===== src/design/accumulator_machine_execute_top_macros.svh =====
// Assertion macros for the accumulator machine execute block
`ifndef ACCUMULATOR_MACHINE_EXECUTE_TOP_MACROS_SVH
`define ACCUMULATOR_MACHINE_EXECUTE_TOP_MACROS_SVH
`ifndef SYNTHESIS
`define AME_ASSERT_IMP(label, clk, rst, cond, prop) \
   label: assert property (@(posedge clk) disable iff (rst) (cond) |-> (prop)) \
      else $error("assertion failed");
`define AME_ASSERT_NXT(label, clk, rst, cond, prop) \
   label: assert property (@(posedge clk) disable iff (rst) (cond) |=> (prop)) \
      else $error("assertion failed");
`else
`define AME_ASSERT_IMP(label, clk, rst, cond, prop)
`define AME_ASSERT_NXT(label, clk, rst, cond, prop)
`endif
`endif


===== src/design/ame_pkg.sv =====
// Types, opcodes and constants shared by the accumulator machine execute block
package ame_pkg;

   localparam int WORD_W            = 32;
   localparam int ADDR_W            = 7;
   localparam int MODE_W            = 7;
   localparam int DEFAULT_MEM_WORDS = 128;
   localparam int CNT_W             = $clog2(WORD_W);

   localparam logic [MODE_W-1:0] OP_READ    = MODE_W'(10);
   localparam logic [MODE_W-1:0] OP_WRITE   = MODE_W'(11);
   localparam logic [MODE_W-1:0] OP_LOAD    = MODE_W'(20);
   localparam logic [MODE_W-1:0] OP_STORE   = MODE_W'(21);
   localparam logic [MODE_W-1:0] OP_ADD     = MODE_W'(30);
   localparam logic [MODE_W-1:0] OP_SUB     = MODE_W'(31);
   localparam logic [MODE_W-1:0] OP_DIV     = MODE_W'(32);
   localparam logic [MODE_W-1:0] OP_MUL     = MODE_W'(33);
   localparam logic [MODE_W-1:0] OP_JUMP    = MODE_W'(40);
   localparam logic [MODE_W-1:0] OP_JNOTPOS = MODE_W'(41);
   localparam logic [MODE_W-1:0] OP_JZERO   = MODE_W'(42);
   localparam logic [MODE_W-1:0] OP_HALT    = MODE_W'(43);
   localparam logic [MODE_W-1:0] OP_JEVEN   = MODE_W'(58);

   typedef struct packed {
      logic [MODE_W-1:0]        mode;
      logic [ADDR_W-1:0]        address;
      logic signed [WORD_W-1:0] read_value;
   } ame_req_type;

   typedef struct packed {
      logic signed [WORD_W-1:0] accumulator_value;
      logic signed [WORD_W-1:0] output_value;
      logic                     output_valid;
      logic                     branch_taken;
      logic [ADDR_W-1:0]        branch_target;
      logic                     command_error;
      logic                     divide_by_zero;
      logic                     halted;
   } ame_rsp_type;

   typedef struct packed {
      logic              start;
      logic [WORD_W-1:0] dividend;
      logic [WORD_W-1:0] divisor;
   } ame_div_ctrl_type;

   typedef struct packed {
      logic              busy;
      logic              done;
      logic [WORD_W-1:0] quotient;
   } ame_div_stat_type;

endpackage


===== src/design/ame_divider.sv =====
// Signed truncating divider, restoring, one quotient bit per cycle
module ame_divider (
   input  logic                      clock,
   input  logic                      reset,
   input  ame_pkg::ame_div_ctrl_type ctrl,
   output ame_pkg::ame_div_stat_type stat
);
   import ame_pkg::*;

   logic              busy_ff, busy_in;
   logic              done_ff, done_in;
   logic              neg_ff, neg_in;
   logic [CNT_W-1:0]  count_ff, count_in;
   logic [WORD_W-1:0] rem_ff, rem_in;
   logic [WORD_W-1:0] quo_ff, quo_in;
   logic [WORD_W-1:0] den_ff, den_in;
   logic [WORD_W:0]   shifted;
   logic [WORD_W:0]   trial;
   logic              fits;

   always_comb begin
      shifted  = {rem_ff, quo_ff[WORD_W-1]};
      trial    = shifted - {1'b0, den_ff};
      fits     = !trial[WORD_W];
      busy_in  = busy_ff;
      done_in  = 1'b0;
      neg_in   = neg_ff;
      count_in = count_ff;
      rem_in   = rem_ff;
      quo_in   = quo_ff;
      den_in   = den_ff;
      if (ctrl.start) begin
         busy_in  = 1'b1;
         count_in = '0;
         rem_in   = '0;
         // magnitudes; the most negative word stays as 2^31 unsigned
         quo_in   = ctrl.dividend[WORD_W-1] ? (WORD_W'(0) - ctrl.dividend) : ctrl.dividend;
         den_in   = ctrl.divisor[WORD_W-1] ? (WORD_W'(0) - ctrl.divisor) : ctrl.divisor;
         neg_in   = ctrl.dividend[WORD_W-1] ^ ctrl.divisor[WORD_W-1];
      end else if (busy_ff) begin
         rem_in   = fits ? trial[WORD_W-1:0] : shifted[WORD_W-1:0];
         quo_in   = {quo_ff[WORD_W-2:0], fits};
         count_in = count_ff + CNT_W'(1);
         if (count_ff == CNT_W'(WORD_W-1)) begin
            busy_in = 1'b0;
            done_in = 1'b1;
         end
      end
   end

   always_ff @(posedge clock) begin
      if (reset) begin
         busy_ff <= 1'b0;
         done_ff <= 1'b0;
      end else begin
         busy_ff <= busy_in;
         done_ff <= done_in;
      end
      neg_ff   <= neg_in;
      count_ff <= count_in;
      rem_ff   <= rem_in;
      quo_ff   <= quo_in;
      den_ff   <= den_in;
   end

   assign stat.busy     = busy_ff;
   assign stat.done     = done_ff;
   assign stat.quotient = neg_ff ? (WORD_W'(0) - quo_ff) : quo_ff;

endmodule


===== config.mk =====
export PLATFORM = sky130hd
export DESIGN_NAME = ame_divider
export DESIGN_NICKNAME = d
export VERILOG_FILES = /design/src/design/accumulator_machine_execute_top_macros.svh /design/src/design/ame_pkg.sv /design/src/design/ame_divider.sv
export SDC_FILE = /design/constraint.sdc
export NUM_CORES = 1
export LEC_CHECK = 0
export BUFFER_PORTS_ARGS = -buffer_cell sky130_fd_sc_hd__buf_2
export CORE_MARGIN = 2
export CORE_UTILIZATION = 30
export DETAILED_ROUTE_END_ITERATION = 7
export SYNTH_ARGS = -nofsm -noshare
export SYNTH_HDL_FRONTEND = slang
export SYNTH_SLANG_ARGS = --single-unit

===== constraint.sdc =====
create_clock -name clock -period 3.25 [get_ports clock]
set_input_delay 0.4875 -clock clock [delete_from_list [all_inputs] [get_ports clock]]
set_output_delay 0.4875 -clock clock [all_outputs]
set_load 0.05 [all_outputs]

==> results of run 1 <==
[per-layer routing]
metal / global-route usage / vias up
met4: 0.02688 / 0
met3: 0.02813 / 18
li1: - / 3579
met2: 0.2432 / 177
met1: 0.2098 / 3232
met5: 0 / -
[worst max path at each step]
stage / startpoint / to / slack [ns] / depth (start not counted)
after floorplan: quo_ff[10]$_DFFE_PP_ / stat[29] / -0.31 / 7
after global placement: quo_ff[2]$_DFFE_PP_ / stat[29] / -0.59 / 11
after detailed placement: quo_ff[2]$_DFFE_PP_ / stat[29] / -0.64 / 11
after CTS: quo_ff[2]$_DFFE_PP_ / stat[29] / -0.90 / 11
after global routing: quo_ff[0]$_DFFE_PP_ / stat[29] / -1.02 / 11
final: quo_ff[0]$_DFFE_PP_ / stat[29] / -0.86 / 11
[timing repair]
action / in CTS / in global routing
buffers inserted: 13 / 8
endpoints found under the setup margin: 25 / 61
pin swaps: 19 / 23
resized for setup: 78 / 36
cloned: 0 / 2
[logic make-up (layout without fill, tap and decap cells)]
family	after synthesis	after routing	synth area share
buffers and inverters	95	252	0.04752
multiplexers	11	11	0.01471
flip-flops	104	104	0.3530
XOR/XNOR	111	111	0.1256
AO/OA/AOI/OAI	238	238	0.2028
AND/OR/NAND/NOR	308	308	0.1940
adder cells (fa/ha/maj)	38	38	0.06239
[cells in the final DEF (no fill, tap or decap), types with 5 or more instances in the layout]
cell | netlist | layout
nand4_1 | 7 | 7
or4_1 | 12 | 8
or3_1 | 13 | 9
xnor2_1 | 79 | 72
dfxtp_1 | 39 | 38
o31ai_4 | 1 | 5
o31ai_1 | 23 | 17
nand2b_1 | 17 | 14
o21ai_0 | 49 | 42
a211oi_1 | 9 | 8
nor3_1 | 13 | 11
o21a_1 | 5 | 5
a211o_1 | 5 | 5
xor2_1 | 32 | 32
nor2_1 | 92 | 91
nand2_1 | 94 | 89
or3_4 | 4 | 8
o21ai_2 | 0 | 7
and3_1 | 5 | 5
mux2i_1 | 8 | 8
buf_2 | 0 | 77
nand3_1 | 20 | 19
buf_6 | 0 | 15
ha_1 | 37 | 34
a21o_1 | 8 | 8
edfxtp_1 | 65 | 65
o211ai_1 | 9 | 9
buf_4 | 3 | 84
or4_4 | 2 | 6
o41ai_4 | 0 | 6
o41ai_1 | 13 | 8
a21oi_1 | 71 | 71
xnor2_2 | 0 | 6
inv_1 | 56 | 52
a311oi_1 | 21 | 20
clkbuf_16 | 0 | 11
[metrics by stage]
stage	worst slack (ns)	cell area, µm²	power, mW	setup TNS [ns]
after floorplan	-0.3074	7859	2.874	-1.113
after global placement	-0.5932	9161	3.353	-4.653
after detailed placement	-0.6353	9161	3.370	-5.322
after CTS	-0.9040	9878	4.667	-7.313
after global routing	-1.025	10050	4.975	-8.052
final	-0.8554	10050	4.702	-5.337
[worst reg2reg max path, delay by kind of cell (launching register included)]
family,cells,cell delay [ns]
AOI/OAI and AO/OA,7,1.85
adders and majority gates,1,0.23
buffers and inverters,2,0.22
DFF,1,0.36
and+or+nand+nor,2,0.29
[report_power, final]
group          internal [mW]  leakage, nW  switching (mW)  total [mW]
combinational          0.730         2.92            1.11        1.84
sequential              1.56        0.959           0.111        1.67
clock                  0.677        0.156           0.512        1.19
[cell type report]
class	instances	area, µm²
Sequential cell	104	2734
Clock inverter	7	95.09
Timing Repair Buffer	180	1275
Fill cell	2544	15200
Multi-Input combinational cell	706	5077
Inverter	56	230.2
Clock buffer	9	225.2
Tap cell	330	412.9
[Yosys cell counts (all sizes together) (14+ instances only)]
cell / instances / share of area
dfxtp: 39 / 0.10
nand3: 20 / 0.013
edfxtp: 65 / 0.25
xor2: 32 / 0.036
nand2b: 17 / 0.014
ha: 37 / 0.060
nand2: 94 / 0.046
o41ai: 14 / 0.017
inv: 56 / 0.027
xnor2: 79 / 0.089
clkbuf: 33 / 0.016
a311oi: 21 / 0.024
o31ai: 25 / 0.027
nor2: 92 / 0.045
or4: 14 / 0.015
a21oi: 71 / 0.046
or3: 17 / 0.016
o21ai: 51 / 0.033
[sequential cells by signal, summed over array words and instances, names as in the netlist]
register  cells
rem_ff       32
count_ff      5
neg_ff        1
quo_ff       32
den_ff       32
busy_ff       1
done_ff       1
==> run_results.csv, run 1 <==
group,metric,value,unit
status,status,"complete, but fails checks",
status,failed_checks,"negative setup slack",
clocking,clk_latency,0.36,ns
placement,place.gp.congestion,0.8550,
synth,yosysUniqueCellTypes,59,
synth,synthArstFlopShare,0,
synth,synth_ff_type,"edfxtp_1",
clocking,cts_tree,"built",
die,dieArea,27100,µm²
sta,maxSlewHeadroom,0.5304,
routing,top_layer,"met4",
placement,port-buffer-count,100,
clocking,numCtsBuffers,9,
setup_path,slowest_stage,"or4_4",
synth,ys_seq_area_frac,0.3530,
grt,grt_max_degree,83,
min_path,whs_endpoint,"busy_ff$_SDFF_PP0_",
routing,drt-met1-wl,10180,µm
setup_path,timing.rr.start,"den_ff[13]$_DFFE_PP_",
routing,wl_met2,9064,µm
synth,synth_cells,905,
die,coreArea,25250,µm²
sta,slew_viol_final,0,
die,core.rowCount,58,
placement,post-dp-hpwl,15020,µm
routing,vias,7006,
sta,hold_slack,0.2936,ns
routing,drt-pass1-iter-count,5,
synth,syn_area_per_cell,8.554,µm²
placement,placedCellCount,1363,
setup_path,path_delay_family,"simple AND/OR/NAND/NOR gates",
die,dieHeight,164.6,µm
clocking,htree_levels,3,
sta,max_freq,243.6,MHz
routing,via_per_inst,5.033,
clocking,clock_sinks,104,
routing,first_iter_violations,395,
setup_path,ff2ff_path_depth,12,
die,initial_utilization,0.3065,
min_path,hold_depth,2,
sta,min_period,4.105,ns
synth,synth_warnings,0,
cells_and_area,fin_util,0.3979,
cells_and_area,syn_to_final_growth,29.82,%
clocking,root_buffer,"clkbuf_16",
setup_path,cpPeakStageDelay,0.45,ns
power,leakage,4.032,nW
sta,hold_viol_final,0,
grt,overflow,0,
setup_path,crit_fanout,2,
synth,synth_edf_count,65,
routing,wire_per_inst,14.75,µm
sta,period_share,1.263,
synth,synthesis.nets,1010,
min_path,hold_start,"reset",
setup_path,worst-path-buf-inv,2,
grt,antenna_found_initial,0,
grt,grt_usage,0.1499,
cells_and_area,nets,1162,
setup_path,regToRegEndpoint,"rem_ff[31]$_SDFFE_PP0P_",
routing,ant_nets,0,
power,power.density,467.9,nW/µm²
cells_and_area,fin_cells,1392,
sta,finClkSkew,0.005736,ns
setup_path,cp-end-kind,"output port",
setup_path,worstPathRequired,2.76,ns
min_path,worstHoldPathType,"in2reg",
power,vdd_ir_drop_max,0.2943,mV
routing,routed_wl,20530,µm
clocking,cts.hold.buffers_added,0,
cells_and_area,diodes,0,
setup_path,rrSetupSlack,0.17,ns
cells_and_area,layout-drive-gt1-share,0.2599,
synth,syn_area,7741,µm²
routing,wl_met3,1086,µm
synth,synth_seq_cells,104,
sta,final-setup-viol-count,18,
grt,first_global_vias,6531,
sta,worst_pin_slew,0.7044,ns
routing,drcViolationCount,0,
flow_run,drv_cap,0,
clocking,cts.clk_slew.worst_paths,0.07,ns
setup_path,cp-start-kind,"flip-flop",
clocking,cts_buffer_depth,2,
die,pin_count,101,
die,die_w,164.6,µm
sta,rsz0062_at_grt,"yes",
setup_path,cp.arrival,3.62,ns
grt,grt_pass1_wl,32370,µm
sta,fin_ws,-0.8554,ns
setup_path,crit_chain,"nor3_2 -> nand2_1 -> or3_4 -> or4_4 -> or2_4 -> or3_4 -> or4_4 -> buf_6 -> o41ai_4 -> xnor2_2 -> buf_6",
setup_path,crit_type,"reg2out",
(Power assumes the default switching activity.)
==> run 2, diff against run 1 <==
SETUP_SLACK_MARGIN = 0.3   (was unset)
==> run 2 against run 1 <==
The run still ends with negative setup slack left. Sequential share of layout area down 1.5 points. Design area is 5.9% higher. Sequential power barely moved. Worst setup slack gained 0.066 ns. Power up 4.0%. Final cell count up 0.65%. Core utilization increased by 2.3 points. Clock power fell by 7%.
==> run_results.csv, run 2 (same netlist as run 1, synthesis figures left out) <==
group,metric,value,unit
routing,routed_wl,22050,µm
setup_path,path_delay_family,"simple AND/OR/NAND/NOR gates",
cells_and_area,mostFrequentLayoutCell,"nor2_1",
sta,maxSlewHeadroom,0.4008,
grt,grt_usage,0.1581,
cells_and_area,mostFrequentLayoutCells,"nor2_1 (90), buf_4 (77), buf_2 (73)",
die,pin_count,101,
setup_path,worstPathRequired,2.76,ns
grt,antenna_found_initial,0,
clocking,cts_tree,"built",
status,failed_checks,"negative setup slack",
power,p_int,2.958,mW
grt,grt_max_degree,130,
setup_path,cpPeakStageDelay,0.49,ns
grt,overflow,0,
cells_and_area,fin_util,0.4214,
power,clock_power_share,0.228,
die,coreArea,25250,µm²
clocking,cts.clk_slew.worst_paths,0.07,ns
placement,placedCellCount,1361,
cells_and_area,reg_top3,"den_ff: 32 flops, quo_ff: 32 flops, rem_ff: 32 flops",
routing,via_per_inst,5.104,
grt,grt_pass1_wl,33880,µm
clocking,cts.hold.buffers_added,0,
routing,drcViolationCount,0,
power,switching_share,0.3949,
die,dieArea,27100,µm²
sta,worst_pin_slew,0.8988,ns
sta,finClkSkew,0.01059,ns
setup_path,cp-end-kind,"output port",
setup_path,crit_type,"reg2out",
sta,fin_ws,-0.7899,ns
placement,port-buffer-count,100,
cells_and_area,nets,1171,
setup_path,slowest_stage,"or4_4",
cells_and_area,layout-drive-gt1-share,0.3268,
placement,place.gp.congestion,0.8689,
die,initial_utilization,0.3065,
clocking,clk_latency,0.36,ns
power,power.density,459.4,nW/µm²
flow_run,drv_cap,0,
setup_path,cp-start-kind,"flip-flop",
die,dieHeight,164.6,µm
sta,period_share,1.243,
min_path,worstHoldPathType,"in2reg",
grt,first_global_vias,6732,
grt,use_met1,0.2123,
routing,vias,7151,
power,leakage,4.249,nW
cells_and_area,syn_to_final_growth,37.47,%
setup_path,crit_chain,"nor3_2 -> nand2_1 -> or3_4 -> or4_4 -> or2_4 -> or3_4 -> or4_4 -> o31ai_4 -> xnor2_4 -> buf_6",
die,core.rowCount,58,
cells_and_area,fin_cells,1401,
power,total_power,4.889,mW
setup_path,worst-path-buf-inv,1,
setup_path,cp.arrival,3.55,ns
cells_and_area,diodes,0,
sta,hold_viol_final,0,
power,p_sw,1.931,mW
status,status,"complete, but fails checks",
clocking,htree_levels,3,
sta,rsz0062_at_grt,"yes",
power,vdd_ir_drop_max,0.2651,mV
sta,max_freq,247.5,MHz
routing,drt-pass1-iter-count,5,
grt,grt_util_met2,0.2625,
power,seqPwrFrac,0.343,
grt,global_route.peak_usage_layer,"met2",
sta,final-setup-viol-count,17,
clocking,numCtsBuffers,9,
setup_path,crit_fanout,3,
clocking,clock_sinks,104,
routing,ant_nets,0,
routing,first_iter_violations,456,
clocking,root_buffer,"clkbuf_16",
sta,slew_viol_final,0,
die,die_w,164.6,µm
routing,wire_per_inst,15.74,µm
sta,min_period,4.040,ns
grt,use_met3,0.02813,
placement,post-dp-hpwl,15160,µm
power,power_frac_comb,0.429,
clocking,cts_buffer_depth,2,
[run 2: path summary, 6_finish.rpt]
path	startpoint	endpoint	slack, ns	cells past startpoint
setup / recovery	quo_ff[2]$_DFFE_PP_	stat[31]	-0.79	10
hold / removal	reset	busy_ff$_SDFF_PP0_	0.29	2
setup reg to reg	den_ff[0]$_DFFE_PP_	rem_ff[15]$_SDFFE_PP0P_	0.13	14
hold reg to reg	rem_ff[28]$_SDFFE_PP0P_	rem_ff[28]$_SDFFE_PP0P_	0.48	2
[run 2: power by group through the flow]
| stage | registers [mW] | clock network, mW | logic (mW) |
|---|---|---|---|
| floorplan | 1.67 | 0 | 1.24 |
| global placement | 1.69 | 0 | 1.69 |
| detailed placement | 1.69 | 0 | 1.70 |
| CTS | 1.67 | 1.15 | 1.93 |
| global route | 1.70 | 1.20 | 2.26 |
| finish | 1.68 | 1.11 | 2.10 |
[run 2: routing by layer]
layer  vias up  share of wire
met4         0          0.016
met1      3337           0.47
met5         -              0
li1       3605              -
met2       187           0.46
met3        22          0.052
[run 2: what timing repair did]
action	4_1_cts	5_1_grt
buffers inserted	16	3
gates cloned	4	1
resized for setup	120	93
setup endpoints to repair	67	69
pin swaps	55	45
[run 2: per-stage QoR]
step,setup slack (ns),area (µm²),TNS [ns],hold slack [ns]
2_1_floorplan,-0.3074,7999,-1.150,0.4507
3_3_place_gp,-0.6167,9254,-4.901,0.4747
3_5_place_dp,-0.6191,9254,-5.541,0.4745
4_1_cts,-0.8208,10180,-5.371,0.2799
5_1_grt,-0.9535,10640,-8.110,0.2804
6_report,-0.7899,10640,-5.242,0.2920
[run 2: cell type report]
type | count | area, µm²
Timing Repair Buffer | 189 | 1478
Tap cell | 330 | 412.9
Clock inverter | 6 | 60.06
Sequential cell | 104 | 2734
Clock buffer | 10 | 229.0
Fill cell | 2516 | 14610
Inverter | 56 | 230.2
Multi-Input combinational cell | 706 | 5498
==> run 3, diff against run 2 <==
ABC_AREA = 1   (was unset)
==> run 3 against run 2 <==
The run now ends clean. Synthesized area rose by 20%. Via count rose by 26%. Sequential power fell by 6%. Routed wire length rose by 24%. Register-to-register slack improved by 0.41 ns. Sequential share of layout area fell by 0.090 points. Critical endpoint is now stat[18].
==> run_results.csv, run 3 <==
group,metric,value,unit
status,status,"finished clean",
flow_run,drv_cap,0,
cells_and_area,layout-drive-gt1-share,0.1172,
sta,maxSlewHeadroom,0.4767,
synth,yosys.area_share.simple,0.3683,
die,dieHeight,179.9,µm
grt,grt_pass1_wl,44480,µm
die,core.rowCount,64,
synth,synth_mux_area_frac,0,
sta,fin_ws,0.4131,ns
setup_path,crit_chain,"inv_2 -> ha_4 -> nand3_4 -> nor3_4 -> nand2_2 -> nor2_4 -> nand2_4 -> or2_4 -> nor2_1 -> o21ai_0 -> nand2_1 -> buf_6",
cells_and_area,syn_to_final_growth,15.02,%
clocking,cts.hold.buffers_added,0,
synth,synthArstFlopShare,0,
grt,overflow,0,
grt,grt_usage,0.1696,
sta,final-setup-viol-count,0,
routing,first_iter_violations,639,
routing,vias,9019,
synth,yosysTopAreaCell,"edfxtp_1",
sta,slew_viol_final,0,
synth,yosysUniqueCellTypes,45,
cells_and_area,fill_cells,3355,
die,initial_utilization,0.3042,
min_path,worstHoldPathType,"in2reg",
clocking,root_buffer,"clkbuf_16",
sta,max_freq,352.5,MHz
setup_path,cp-end-kind,"output port",
synth,synth_compound_area_frac,0.06310,
synth,synth_area_leaders,"edfxtp_1 (21%), nand2_1 (20%), inv_1 (12%)",
setup_path,cpPeakStageDelay,0.40,ns
synth,synth_top_area_share,0.2103,
cells_and_area,nets,1670,
die,coreArea,30510,µm²
synth,synth_most_common_cell,"nand2_1",
synth,ys_seq_area_frac,0.2945,
sta,hold_slack,0.3153,ns
routing,ant_nets,0,
routing,drcViolationCount,0,
power,power.density,371.7,nW/µm²
sta,tns,0,ns
setup_path,cp-start-kind,"flip-flop",
cells_and_area,multi_input_area,5384,µm²
synth,synth_top_family_by_area,"simple AND/OR/NAND/NOR gates",
die,dieArea,32360,µm²
synth,synth_ff_type,"edfxtp_1",
clocking,cts_tree,"built",
setup_path,worst-path-buf-inv,2,
sta,period_share,0.8729,
setup_path,crit_fanout,4,
clocking,htree_levels,3,
die,die_w,179.9,µm
cells_and_area,reg_top3,"den_ff: 32 flops, quo_ff: 32 flops, rem_ff: 32 flops",
synth,synthTopCellsByCount,"nand2_1 (496), inv_1 (293), nor2_1 (107), nand3_1 (106), o21ai_0 (69)",
clocking,numCtsBuffers,9,
placement,place.gp.congestion,0.9387,
setup_path,path_delay_family,"simple AND/OR/NAND/NOR gates",
setup_path,slowest_stage,"edfxtp_1",
routing,drt-pass1-iter-count,5,
synth,syn_area_per_cell,6.313,µm²
synth,synth_cells,1470,
cells_and_area,mostFrequentLayoutCell,"nand2_1",
power,vdd_ir_drop_max,0.2374,mV
placement,placedCellCount,1945,
sta,hold_viol_final,0,
clocking,clock_sinks,104,
synth,synth_seq_cells,104,
clocking,cts.clk_slew.worst_paths,0.08,ns
grt,antenna_found_initial,4,
cells_and_area,mostFrequentLayoutCells,"nand2_1 (490), inv_1 (291), nor2_1 (102), nand3_1 (102), buf_2 (86)",
synth,syn_area,9280,µm²
cells_and_area,fin_cells,1967,
clocking,clk_latency,0.37,ns
sta,rsz0062_at_grt,"yes",
setup_path,crit_type,"reg2out",
grt,first_global_vias,8602,
synth,synth_edf_count,65,
placement,dpl_worst_slack,0.3625,ns
placement,post-dp-hpwl,21890,µm
synth,synthesis.nets,1575,
cells_and_area,seq_area,2733,µm²
die,pin_count,101,
power,leakage,5.570,nW
clocking,cts_buffer_depth,2,
synth,synth_warnings,0,
routing,via_per_inst,4.585,
sta,min_period,2.837,ns
setup_path,worstPathRequired,2.76,ns
routing,routed_wl,27400,µm
placement,port-buffer-count,100,
grt,grt_max_degree,40,
routing,wire_per_inst,13.93,µm
sta,worst_pin_slew,0.7778,ns
sta,finClkSkew,0.01281,ns
synth,yosys.area_share.adder,0.05204,
setup_path,cp.arrival,2.35,ns
power,total_power,3.968,mW
synth,synth_xor_xnor_area_share,0.08400,
==> run 3: timing repair <==
action | in CTS | in global routing
gates resized for setup | 13 | 45
endpoints found under the setup margin | 8 | 16
pin swaps | 3 | 6
setup buffers | 4 | 1
gates cloned | 0 | 0
==> run 3: stage by stage <==
step / cell area, µm² / util
after floorplan: 9280 / -
after global placement: 10180 / 0.3335
after detailed placement: 10180 / 0.3335
after CTS: 10550 / 0.3458
after global routing: 10670 / 0.3499
final: 10670 / 0.3499
==> run 3: final timing paths <==
| path | start | to | slack (ns) | cells after the start |
|---|---|---|---|---|
| worst max register to register | quo_ff[31]$_DFFE_PP_ | quo_ff[0]$_DFFE_PP_ | 0.54 | 15 |
| worst max-delay path | quo_ff[1]$_DFFE_PP_ | stat[18] | 0.41 | 12 |
| worst min-delay path | reset | busy_ff$_SDFF_PP0_ | 0.32 | 2 |
| worst min register to register | rem_ff[12]$_SDFFE_PP0P_ | rem_ff[12]$_SDFFE_PP0P_ | 0.48 | 2 |
==> run 3: routing by layer <==
metal,global-route usage,share of wire
met1,0.2261,0.48
met2,0.2757,0.45
met3,0.02715,0.042
met4,0.06407,0.030
met5,0,0.0013
==> run 3: area by class of cell <==
type,count,area share
inverters,296,0.1041
diodes,1,0.0002344
clock buffers,9,0.02110
well taps,396,0.04642
flip-flops and latches,104,0.2560
clock inverters,7,0.007385
multi-input cells,1040,0.5044
repair buffers,114,0.06037
==> run 3: kinds of logic (layout without fill, tap and decap cells) <==
kind of cell	count (synthesis)	in the layout
flip-flops	104	104
AND/OR/NAND/NOR	804	804
AO/OA/AOI/OAI	109	109
buffers and inverters	326	426
other	0	1
XOR/XNOR	89	89
adder cells (fa/ha/maj)	38	38
==> run 3: power breakdown <==
part / leakage (nW) / switching [mW] / internal, mW
registers: 0.966 / 0.0641 / 1.52
clock network: 0.148 / 0.593 / 0.550
logic: 4.46 / 0.891 / 0.349
